==> config.mk <==
export PLATFORM = sky130hd
export DESIGN_NAME = aff_inv_front
export DESIGN_NICKNAME = d
export VERILOG_FILES = /design/src/rtl/core/aff_inv_pkg.sv /design/src/rtl/core/aff_inv_front.sv
export SDC_FILE = /design/constraint.sdc
export NUM_CORES = 1
export LEC_CHECK = 0
export BUFFER_PORTS_ARGS = -buffer_cell sky130_fd_sc_hd__buf_2
export CAP_MARGIN = 20
export CORE_ASPECT_RATIO = 0.8
export CORE_MARGIN = 2
export CORE_UTILIZATION = 55
export DETAILED_ROUTE_END_ITERATION = 10
export PLACE_DENSITY = 0.84
export SLEW_MARGIN = 20
export SYNTH_ARGS = -nofsm -noshare
export SYNTH_HDL_FRONTEND = slang
export SYNTH_SLANG_ARGS = --single-unit
export TNS_END_PERCENT = 50
==> constraint.sdc <==
create_clock -name clk -period 3.34 [get_ports clk]
set_input_delay 0.334 -clock clk [delete_from_list [all_inputs] [get_ports clk]]
set_output_delay 0.334 -clock clk [all_outputs]
set_load 0.01 [all_outputs]
==> src/rtl/core/aff_inv_pkg.sv <==
`timescale 1ns / 1ps
// aff_inv_pkg: types and constants shared by the affine 3x4 inverse block.
// No dependencies.
package aff_inv_pkg;

  localparam int NUM_ELEM  = 12;
  localparam int IDX_W     = 4;
  localparam int VAL_W     = 32;
  localparam int TOL_W     = 16;
  localparam int CFG_IDX_W = 2;
  localparam int ACC_W     = 128;
  localparam int COF_W     = 65;

  localparam logic [IDX_W-1:0] LAST_INDEX = IDX_W'(NUM_ELEM - 1);

  localparam logic [CFG_IDX_W-1:0] CFG_KEEP_TRANSLATION = 2'd0;
  localparam logic [CFG_IDX_W-1:0] CFG_DET_TOLERANCE    = 2'd1;

  typedef struct packed {
    logic [IDX_W-1:0]        elem_index;
    logic signed [VAL_W-1:0] elem_value;
  } elem_in_t;

  typedef struct packed {
    logic [IDX_W-1:0]        out_index;
    logic signed [VAL_W-1:0] out_value;
    logic                    singular;
    logic                    saturated;
    logic                    last_out;
  } elem_out_t;

  typedef struct packed {
    logic             keep_translation;
    logic [TOL_W-1:0] det_tolerance;
  } cfg_t;

endpackage

==> src/rtl/core/aff_inv_front.sv <==
`timescale 1ns / 1ps
// aff_inv_front: input side; drops out-of-range indices and queues elements.
// Depends on aff_inv_pkg.
module aff_inv_front import aff_inv_pkg::*; (
  input  logic     clk,
  input  logic     rst,
  input  logic     in_valid,
  output logic     in_ready,
  input  elem_in_t in_data,
  output logic     q_valid,
  input  logic     q_ready,
  output elem_in_t q_data
);

  localparam int QD  = 4;
  localparam int QA  = $clog2(QD);

  elem_in_t       mem [QD];
  logic [QA-1:0]  wp;
  logic [QA-1:0]  rp;
  logic [QA:0]    cnt;
  logic           push;
  logic           pop;

  assign in_ready = (cnt != (QA+1)'(QD));
  assign q_valid  = (cnt != '0);
  assign q_data   = mem[rp];
  assign push     = in_valid && in_ready && (in_data.elem_index <= LAST_INDEX);
  assign pop      = q_valid && q_ready;

  always_ff @(posedge clk) begin
    if (push) begin
      mem[wp] <= in_data;
    end
  end

  always_ff @(posedge clk) begin
    if (rst) begin
      wp  <= '0;
      rp  <= '0;
      cnt <= '0;
    end else begin
      if (push) begin
        wp <= wp + 1'b1;
      end
      if (pop) begin
        rp <= rp + 1'b1;
      end
      cnt <= cnt + (QA+1)'(push) - (QA+1)'(pop);
    end
  end

endmodule

==> flow_metrics.tcl, run 1 <==
set metrics [dict create \
    outcome "finished clean" \
    hp-class "in -> reg" \
    synth_top_flop_cell "edfxtp_1" \
    die_w_microns 118.8 \
    drc 0 \
    core-area_sq_um 10240 \
    grt_pass1_vias 2799 \
    num_vias 2654 \
    maxSlewHeadroom 0.3518 \
    slew_viol_final 0 \
    fmax_mhz 415.8 \
    cts_tree "yes" \
    via_per_inst 5.483 \
    cap_violations 0 \
    wl_per_cell_microns 19.96 \
    synth_seq_cells 153 \
    firstDrtPassIters 4 \
    placementRows 33 \
    die-area_sq_um 11380 \
    fin_crit_sh 0.7201 \
    rsz0062_at_grt "no" \
    hold_violations 0 \
    fin_worst_skew_ns 0.007638 \
    synth_top_area_cell "edfxtp_1" \
    area_growth_pct 19.54 \
    crit_required_ns 3.63 \
    drt_iter0_markers 197 \
    synthDistinctLibCells 25 \
    grt_use_total 0.1824 \
    ios 78 \
    placed_cell_area_sq_um 6340 \
    power_density_nw_per_um2 755.5 \
    grt_first_pass_wirelength_microns 14760 \
    tightest_slew_ns 0.9722 \
    ys_seq_area_frac 0.7772 \
    peakVddDrop_uv 500.4 \
    finalSetupViolCount 0 \
    gp_congestion 0.7369 \
    cts_setup_buffers 0 \
    clk_path_buf_depth 2 \
    start_util 0.5660 \
    cp_max_fo 7 \
    fin_area_sq_um 6928 \
    syn_area_sq_um 5796 \
    setup_tns_ns 0 \
    numCtsBuffers 17 \
    cts.repair.resized 0 \
    post-route-min-period_ns 2.405 \
    synthCells 238 \
    synth.most_common_cell "edfxtp_1" \
    critPathArrivalTime_ns 2.70 \
    cts-htree-levels 4 \
    die_h_microns 95.82 \
    p_leak_nw 2.424 \
    worstSetupPathType "reg -> reg" \
    root_buffer "clkbuf_16" \
    overflow 0 \
    path_clk_slew_ns 0.06 \
    synth.avg_cell_area_sq_um 24.35 \
    holdBufCountCts 0 \
    grt_max_degree 37 \
    place.port_buffers 77 \
    synth_top_area_share 0.7461 \
    synth_nets 285 \
    antenna_found_initial 1 \
    synth_edf_count 144 \
    layout-drive-gt1-share 0.3907 \
    yosys_warnings 0 \
    ys_top_cells_by_area "edfxtp_1 75%, mux4_1 11%, mux4_2 4.7%" \
    clock_sinks 153 \
    worst_setup_path_start_kind "flop" \
    wirelength_microns 9663 \
    synth_common_cells "144 x edfxtp_1, 24 x mux4_1, 12 x mux4_2" \
    place.detailed.hpwl_microns 5914 \
    worstSetupEndpointType "flop" \
    synthArstFlopShare 0 \
    num-fill-cells 700 \
    clk_latency_ns 0.41 \
    num-nets-final 377 \
    drtAntennaViolNets 0 \
]
## logic make-up after synthesis
kind of cell | Yosys count | share of synthesized area
AO/OA/AOI/OAI | 3 | 0.007773
XOR/XNOR | 4 | 0.006046
adder cells (fa/ha/maj) | 7 | 0.01641
buffers and inverters | 16 | 0.01641
flip-flops | 153 | 0.7772
multiplexers | 38 | 0.1598
AND/OR/NAND/NOR | 17 | 0.01641
## worst paths after layout
| kind | start | to | slack, ns | cells past startpoint |
|---|---|---|---|---|
| setup / recovery | cnt[1]$_SDFF_PP0_ | cnt[2]$_SDFF_PP0_ | 0.93 | 10 |
| hold / removal | in_data[28] | mem[0][28]$_DFFE_PP_ | 0.14 | 1 |
| setup reg to reg | cnt[1]$_SDFF_PP0_ | cnt[2]$_SDFF_PP0_ | 0.93 | 10 |
| hold reg to reg | rp[1]$_SDFFE_PP0P_ | flop | 0.53 | 2 |
## critical path, cell delays in order (launching register included)
cell and delay, ns:
dfxtp_1 0.44, nor2_2 0.09, a221oi_4 0.39, inv_1 0.10, ha_1 0.29, inv_1 0.05
ha_1 0.19, fa_1 0.38, xnor2_1 0.17, xnor2_1 0.14, nor2_1 0.05
## flip-flops by register name, indices dropped and copies added (netlist names), named ones only
| signal | flops |
|---|---|
| wp | 2 |
| cnt | 3 |
| mem | 144 |
| rp | 2 |
## report_power, final
group / switching [mW] / internal [mW] / total (mW)
clock: 0.708 / 1.16 / 1.87
combinational: 0.469 / 0.512 / 0.981
sequential: 0.111 / 2.27 / 2.38
total: 1.29 / 3.95 / 5.23
## metrics by stage
step                setup slack (ns)  instances  hold WS [ns]  power [mW]    util
floorplan                      1.162        238        0.4329       3.068       -
global placement               1.033        451        0.5046       3.392  0.6191
detailed placement            0.9375        451        0.5194       3.422  0.6191
CTS                           0.9165        483        0.1206       5.291  0.6763
global route                  0.7777        483        0.1235       5.453  0.6763
finish                        0.9347        484        0.1351       5.234  0.6766
## routing by layer
metal  vias up  GRT usage  wire (microns)  part of all wire
li1       1196          -               -                 -
met1      1376     0.2273            4235              0.44
met2        75     0.3008            4823              0.50
met3         7    0.06220             519             0.054
met4         0    0.07341              85            0.0088
met5         -          0               0                 0
## area by class of cell
| cell class | instances | area [sq um] | area share |
|---|---|---|---|
| Multi-Input combinational cell | 69 | 1196 | 0.1727 |
| Antenna cell | 1 | 2.502 | 0.0003612 |
| Clock inverter | 14 | 156.4 | 0.02258 |
| Tap cell | 140 | 175.2 | 0.02528 |
| Clock buffer | 18 | 429.2 | 0.06195 |
| Inverter | 7 | 26.28 | 0.003793 |
| Timing Repair Buffer | 82 | 435.4 | 0.06285 |
| Sequential cell | 153 | 4507 | 0.6505 |
## cell usage in the layout, fill, tap and decap left out, types with 2 or more instances in the layout
master,instances
mux4_1,24
inv_1,7
buf_2,77
ha_1,6
dfxtp_1,7
edfxtp_1,144
nand2b_1,2
bufinv_16,3
and2_2,4
nor2b_1,2
clkinv_2,5
mux4_2,12
buf_4,4
nor2_1,6
xnor2_1,3
clkbuf_16,17
dfxtp_2,2
clkinv_4,3
clkinv_1,2
Power figures use the tool's default switching activity.
==> run 2: changes to the inputs <==
--- a/config.mk
+++ b/config.mk
@@ -5,13 +5,14 @@
 export SDC_FILE = /design/constraint.sdc
 export NUM_CORES = 1
 export LEC_CHECK = 0
+export ABC_AREA = 1
 export BUFFER_PORTS_ARGS = -buffer_cell sky130_fd_sc_hd__buf_2
 export CAP_MARGIN = 20
 export CORE_ASPECT_RATIO = 0.8
 export CORE_MARGIN = 2
-export CORE_UTILIZATION = 55
+export CORE_UTILIZATION = 51
 export DETAILED_ROUTE_END_ITERATION = 10
-export PLACE_DENSITY = 0.84
+export PLACE_DENSITY = 0.82
 export SLEW_MARGIN = 20
 export SYNTH_ARGS = -nofsm -noshare
 export SYNTH_HDL_FRONTEND = slang
==> constraint.sdc (replaced) <==
create_clock -name clk -period 2.1 [get_ports clk]
set_input_delay 0.21 -clock clk [delete_from_list [all_inputs] [get_ports clk]]
set_output_delay 0.21 -clock clk [all_outputs]
set_load 0.01 [all_outputs]
==> flow_metrics.tcl, run 2 <==
set metrics [dict create \
    ios 78 \
    largest_reg_flops 144 \
    critPathArrivalTime_ns 1.75 \
    p_leak_nw 2.651 \
    reg2reg_from "cnt[1]$_SDFF_PP0_" \
    clock_sinks 153 \
    cts_setup_buffers 0 \
    power_density_nw_per_um2 1204 \
    cp_top_family "buffers and inverters" \
    synth_top_area_share 0.7364 \
    clk_latency_ns 0.41 \
    die_w_microns 124.0 \
    outcome "finished clean" \
    synth_top_flop_cell "edfxtp_1" \
    grt_max_degree 73 \
    final_cell_mix "144 x edfxtp_1, 81 x nor2_1, 77 x buf_2, 58 x o21ai_1, 36 x o22ai_1" \
    post-route-min-period_ns 1.957 \
    cp_max_fo 23 \
    num-fill-cells 825 \
    crit_required_ns 1.89 \
    synthArstFlopShare 0 \
    firstDrtPassIters 5 \
    tightest_slew_ns 0.5351 \
    clk_path_buf_depth 2 \
    synth.most_common_cell "edfxtp_1" \
    grt_first_pass_wirelength_microns 17820 \
    synth_edf_count 144 \
    finalSetupViolCount 0 \
    synthDistinctLibCells 23 \
    maxSlewHeadroom 0.6433 \
    num-nets-final 576 \
    grt_pass1_vias 3653 \
    via_per_inst 5.381 \
    placementRows 35 \
    drt_iter0_markers 315 \
    start_util 0.5157 \
    synthCells 417 \
    place.port_buffers 77 \
    fin_crit_sh 0.9318 \
    hold_path_depth 1 \
    yosys_warnings 0 \
    drtAntennaViolNets 0 \
    layout-drive-gt1-share 0.2491 \
    antenna_found_initial 0 \
    core-area_sq_um 11390 \
    slew_viol_final 0 \
    synth_common_cells "144 x edfxtp_1, 85 x nor2_1, 58 x o21ai_1" \
    final_common_cell "edfxtp_1" \
    die-area_sq_um 12390 \
    rsz0062_at_grt "no" \
    worst_setup_path_start_kind "flop" \
    top_register "mem" \
    synth.avg_cell_area_sq_um 14.08 \
    hold_violations 0 \
    cts_tree "yes" \
    ys_top_cells_by_area "edfxtp_1 74%, nor2_1 5.4%, o21ai_1 4.9%" \
    worst_r2r_endpoint "cnt[2]$_SDFF_PP0_" \
    fin_worst_skew_ns 0.005047 \
    ys_seq_area_frac 0.7671 \
    r2r_slack_ns 0.16 \
    setup_tns_ns 0 \
    path_cells "buf_4 > o21ai_0 > o22ai_1 > buf_2" \
    peakVddDrop_uv 816.1 \
    wl_per_cell_microns 16.95 \
    overflow 0 \
    cap_violations 0 \
    placed_cell_area_sq_um 6441 \
    cts-htree-levels 4 \
    fin_area_sq_um 7335 \
    num_vias 3713 \
    worstSetupPathType "reg -> out" \
    root_buffer "clkbuf_16" \
    fmax_mhz 511.1 \
    cpMaxStageDelayCell "dfxtp_1" \
    grt_use_total 0.1986 \
    wirelength_microns 11700 \
    n_antenna_cell 0 \
    synth_top_area_cell "edfxtp_1" \
    top_regs "mem (144), cnt (3)" \
    p_total_mw 8.830 \
    synth_nets 464 \
    numCtsBuffers 17 \
    min_to "mem[3][23]$_DFFE_PP_" \
    synth_seq_cells 153 \
    slowest_delay_ns 0.39 \
    drc 0 \
    syn_area_sq_um 5872 \
    worstHoldStart "in_data[23]" \
    area_growth_pct 24.91 \
    die_h_microns 99.98 \
    place.detailed.hpwl_microns 6766 \
    worstSetupEndpointType "primary output" \
    hp-class "in -> reg" \
    r2r_cells 10 \
    path_clk_slew_ns 0.06 \
    critPathBufInv 2 \
    gp_congestion 0.7227 \
]
[run 2: cell count changes after synthesis, moves of 6 or more]
cell	delta
nor2_1	+79
o21ai_1	+58
o22ai_1	+36
mux4_1	-24
o21ai_0	+14
mux4_2	-12
nand2_1	+12
inv_1	+8
buf_2	+6
[run 2: worst register-to-register path, delay by kind of cell (launching register included)]
family                     cells  cell delay [ns]
DFF                            1             0.35
adders and majority gates      3             0.84
buffers and inverters          2             0.09
xor gates and xnor gates       1             0.18
and+or+nand+nor                4             0.38
[run 2: layout make-up]
cell class / count / area, sq um / share of cell area
Clock inverter: 14 / 197.7 / 0.02695
Sequential cell: 153 / 4506 / 0.6143
Clock buffer: 18 / 429.2 / 0.05851
Timing Repair Buffer: 115 / 785.8 / 0.1071
Tap cell: 148 / 185.2 / 0.02525
Inverter: 19 / 78.83 / 0.01075
Multi-Input combinational cell: 223 / 1152 / 0.1571
[run 2: where the power goes]
part,internal (mW),leakage (nW),switching [mW]
clock,2.00,0.289,1.19
combinational,0.692,0.975,1.24
sequential,3.61,1.39,0.0991
[run 2: how the worst max path moves through the flow]
stage	to	depth (start not counted)	slack [ns]	start
2_1_floorplan	mem[0][0]$_DFFE_PP_	4	-0.45	cnt[1]$_SDFF_PP0_
3_3_place_gp	cnt[2]$_SDFF_PP0_	10	0.28	cnt[1]$_SDFF_PP0_
3_5_place_dp	cnt[2]$_SDFF_PP0_	10	0.13	cnt[1]$_SDFF_PP0_
4_1_cts	q_data[21]	4	0.06	flop
5_1_grt	cnt[2]$_SDFF_PP0_	10	0.02	cnt[1]$_SDFF_PP0_
6_report	q_data[33]	4	0.14	flop
[run 2: metal layers]
metal / up-vias / global-route usage / routed length (microns)
li1: 1758 / - / -
met1: 1829 / 0.2556 / 5105
met2: 111 / 0.3166 / 5731
met3: 15 / 0.07330 / 743
met4: 0 / 0.06396 / 116
met5: - / 0 / 0
[run 2: kinds of logic (layout without fill, tap and decap cells)]
group	count (synthesis)	count (layout)	synth area share
flops	153	153	0.7671
compound gates	110	110	0.1021
simple gates	105	105	0.07053
buf+inv	41	166	0.04262
fa+ha+maj	7	7	0.01619
xor+xnor	1	1	0.001492
[run 2: through the flow]
stage	instances	hold WS (ns)	setup slack, ns	util
finish	690	0.01950	0.1433	0.6442
global route	690	0.001064	0.02466	0.6442
CTS	688	0.0008103	0.06299	0.6419
detailed placement	632	0.4248	0.1302	0.5657
global placement	632	0.4214	0.2780	0.5657
floorplan	417	0.2812	-0.4542	-
[run 2: timing repair]
item,in CTS,in global routing
gates resized for setup,0,2
hold buffers,24,2
endpoints found under the hold margin,95,5
endpoints found under the setup margin,0,24
==> run 3: changes to the inputs <==
==> constraint.sdc (replaced) <==
create_clock -name clk -period 2.1 [get_ports clk]
set_input_delay 0.315 -clock clk [delete_from_list [all_inputs] [get_ports clk]]
set_output_delay 0.315 -clock clk [all_outputs]
set_load 0.05 [all_outputs]
==> flow_metrics.tcl, run 3 (synthesis gave the netlist of run 2 again) <==
set metrics [dict create \
    hold_path_depth 1 \
    peakVddDrop_uv 803.8 \
    hold_violations 0 \
    worst_r2r_endpoint "cnt[2]$_SDFF_PP0_" \
    largest_reg_flops 144 \
    grt_max_degree 43 \
    top_register "mem" \
    start_util 0.5157 \
    slew_viol_final 0 \
    fmax_mhz 488.0 \
    drt_iter0_markers 284 \
    place.detailed.hpwl_microns 7333 \
    grt_first_pass_wirelength_microns 18290 \
    placementRows 35 \
    tightest_slew_ns 0.3616 \
    gp_congestion 0.7500 \
    die_w_microns 124.0 \
    area_growth_pct 22.08 \
    ios 78 \
    reg2reg_from "cnt[1]$_SDFF_PP0_" \
    worstHoldStart "in_data[32]" \
    fin_area_sq_um 7168 \
    fin_crit_sh 0.9757 \
    numCtsBuffers 17 \
    slowest_delay_ns 0.48 \
    fin_worst_skew_ns 0.01005 \
    worstSetupEndpointType "primary output" \
    p_leak_nw 2.604 \
    clk_latency_ns 0.43 \
    layout-drive-gt1-share 0.2803 \
    place.port_buffers 77 \
    num-nets-final 562 \
    die-area_sq_um 12390 \
    worst_setup_path_start_kind "flop" \
    firstDrtPassIters 4 \
    cp_max_fo 14 \
    root_buffer "clkbuf_16" \
    critPathArrivalTime_ns 1.73 \
    holdBufCountCts 0 \
    path_clk_slew_ns 0.06 \
    core-area_sq_um 11390 \
    num_vias 3767 \
    min_to "mem[2][32]$_DFFE_PP_" \
    grt_use_total 0.2052 \
    drc 0 \
    fin_cells 676 \
    placed_cell_area_sq_um 6469 \
    finalSetupViolCount 0 \
    drtAntennaViolNets 0 \
    r2r_slack_ns 0.20 \
    post-route-min-period_ns 2.049 \
    final_common_cell "edfxtp_1" \
    setup_tns_ns 0 \
    outcome "finished clean" \
    cpMaxStageDelayCell "dfxtp_4" \
    cts_tree "yes" \
    clock_sinks 153 \
    clk_path_buf_depth 2 \
    grt_pass1_vias 3662 \
    rsz0062_at_grt "yes" \
    final_cell_mix "144 x edfxtp_1, 81 x nor2_1, 67 x buf_2, 60 x o21ai_1, 36 x o22ai_1" \
    wl_per_cell_microns 18.65 \
    cap_violations 0 \
    dp_cells 639 \
    path_cells "clkinv_8 > buf_4 > o21ai_1 > o22ai_1 > buf_4" \
    r2r_cells 10 \
    wirelength_microns 12610 \
    power_density_nw_per_um2 1367 \
    die_h_microns 99.98 \
    top_regs "mem (144), cnt (3)" \
    antenna_found_initial 2 \
    cp_common_cell "buf_4" \
    maxSlewHeadroom 0.7589 \
    hp-class "in -> reg" \
    overflow 0 \
    worstSetupPathType "reg -> out" \
    place_ws_ns 0.1752 \
    via_per_inst 5.572 \
    fin_util 0.6296 \
    cts-htree-levels 4 \
    crit_required_ns 1.78 \
    worst_slack_ns 0.05093 \
    n_antenna_cell 0 \
]
## run 3: worst max-delay path by stage
stage,start,to,cells after the start
global placement,in_data[35],cnt[2]$_SDFF_PP0_,9
global route,flop,q_data[0],4
CTS,flop,q_data[28],4
floorplan,cnt[1]$_SDFF_PP0_,mem[0][0]$_DFFE_PP_,4
detailed placement,in_data[35],cnt[2]$_SDFF_PP0_,9
finish,flop,q_data[4],5
## run 3: through the flow
stage                     total power, mW  hold slack, ns
after detailed placement            6.705          0.5287
after global routing                10.19         0.09772
after global placement              6.621          0.5013
final                               9.796          0.1009
after floorplan                     6.025          0.3862
after CTS                           9.709         0.09066
## run 3: worst max-delay path: cells and delay by family, from the launching register on
kind                   cells  cell delay [ns]
buffers and inverters      3             0.55
flip-flops                 1             0.48
AO/OA/AOI/OAI              2             0.28
## run 3: final cells by class
class | count | area, sq um
flip-flops and latches | 153 | 4509
multi-input cells | 223 | 1147
repair inverters | 2 | 13.76
clock inverters | 15 | 151.4
well taps | 148 | 185.2
fillers | 838 | 4218
inverters | 19 | 88.84
repair buffers | 99 | 646.9
clock buffers | 17 | 425.4
## run 3: per-layer routing
metal / wire, microns / vias to the layer above / global-route usage / part of all wire
li1: - / 1734 / - / -
met1: 5014 / 1866 / 0.2451 / 0.40
met2: 6426 / 142 / 0.3470 / 0.51
met3: 894 / 23 / 0.05739 / 0.071
met4: 254 / 2 / 0.09421 / 0.020
met5: 17 / - / 0 / 0.0013
## run 3: power by group
group	leakage [nW]	internal [mW]	switching, mW
combinational	0.936	0.821	2.28
clock	0.281	1.75	1.21
sequential	1.39	3.61	0.125
total	2.60	6.18	3.61
## run 3: what timing repair did
item / in CTS / in global routing
resized for setup: 14 / 10
endpoints found under the setup margin: 25 / 28
cloned: 0 / 3
pin swaps: 0 / 0
setup buffers: 0 / 2
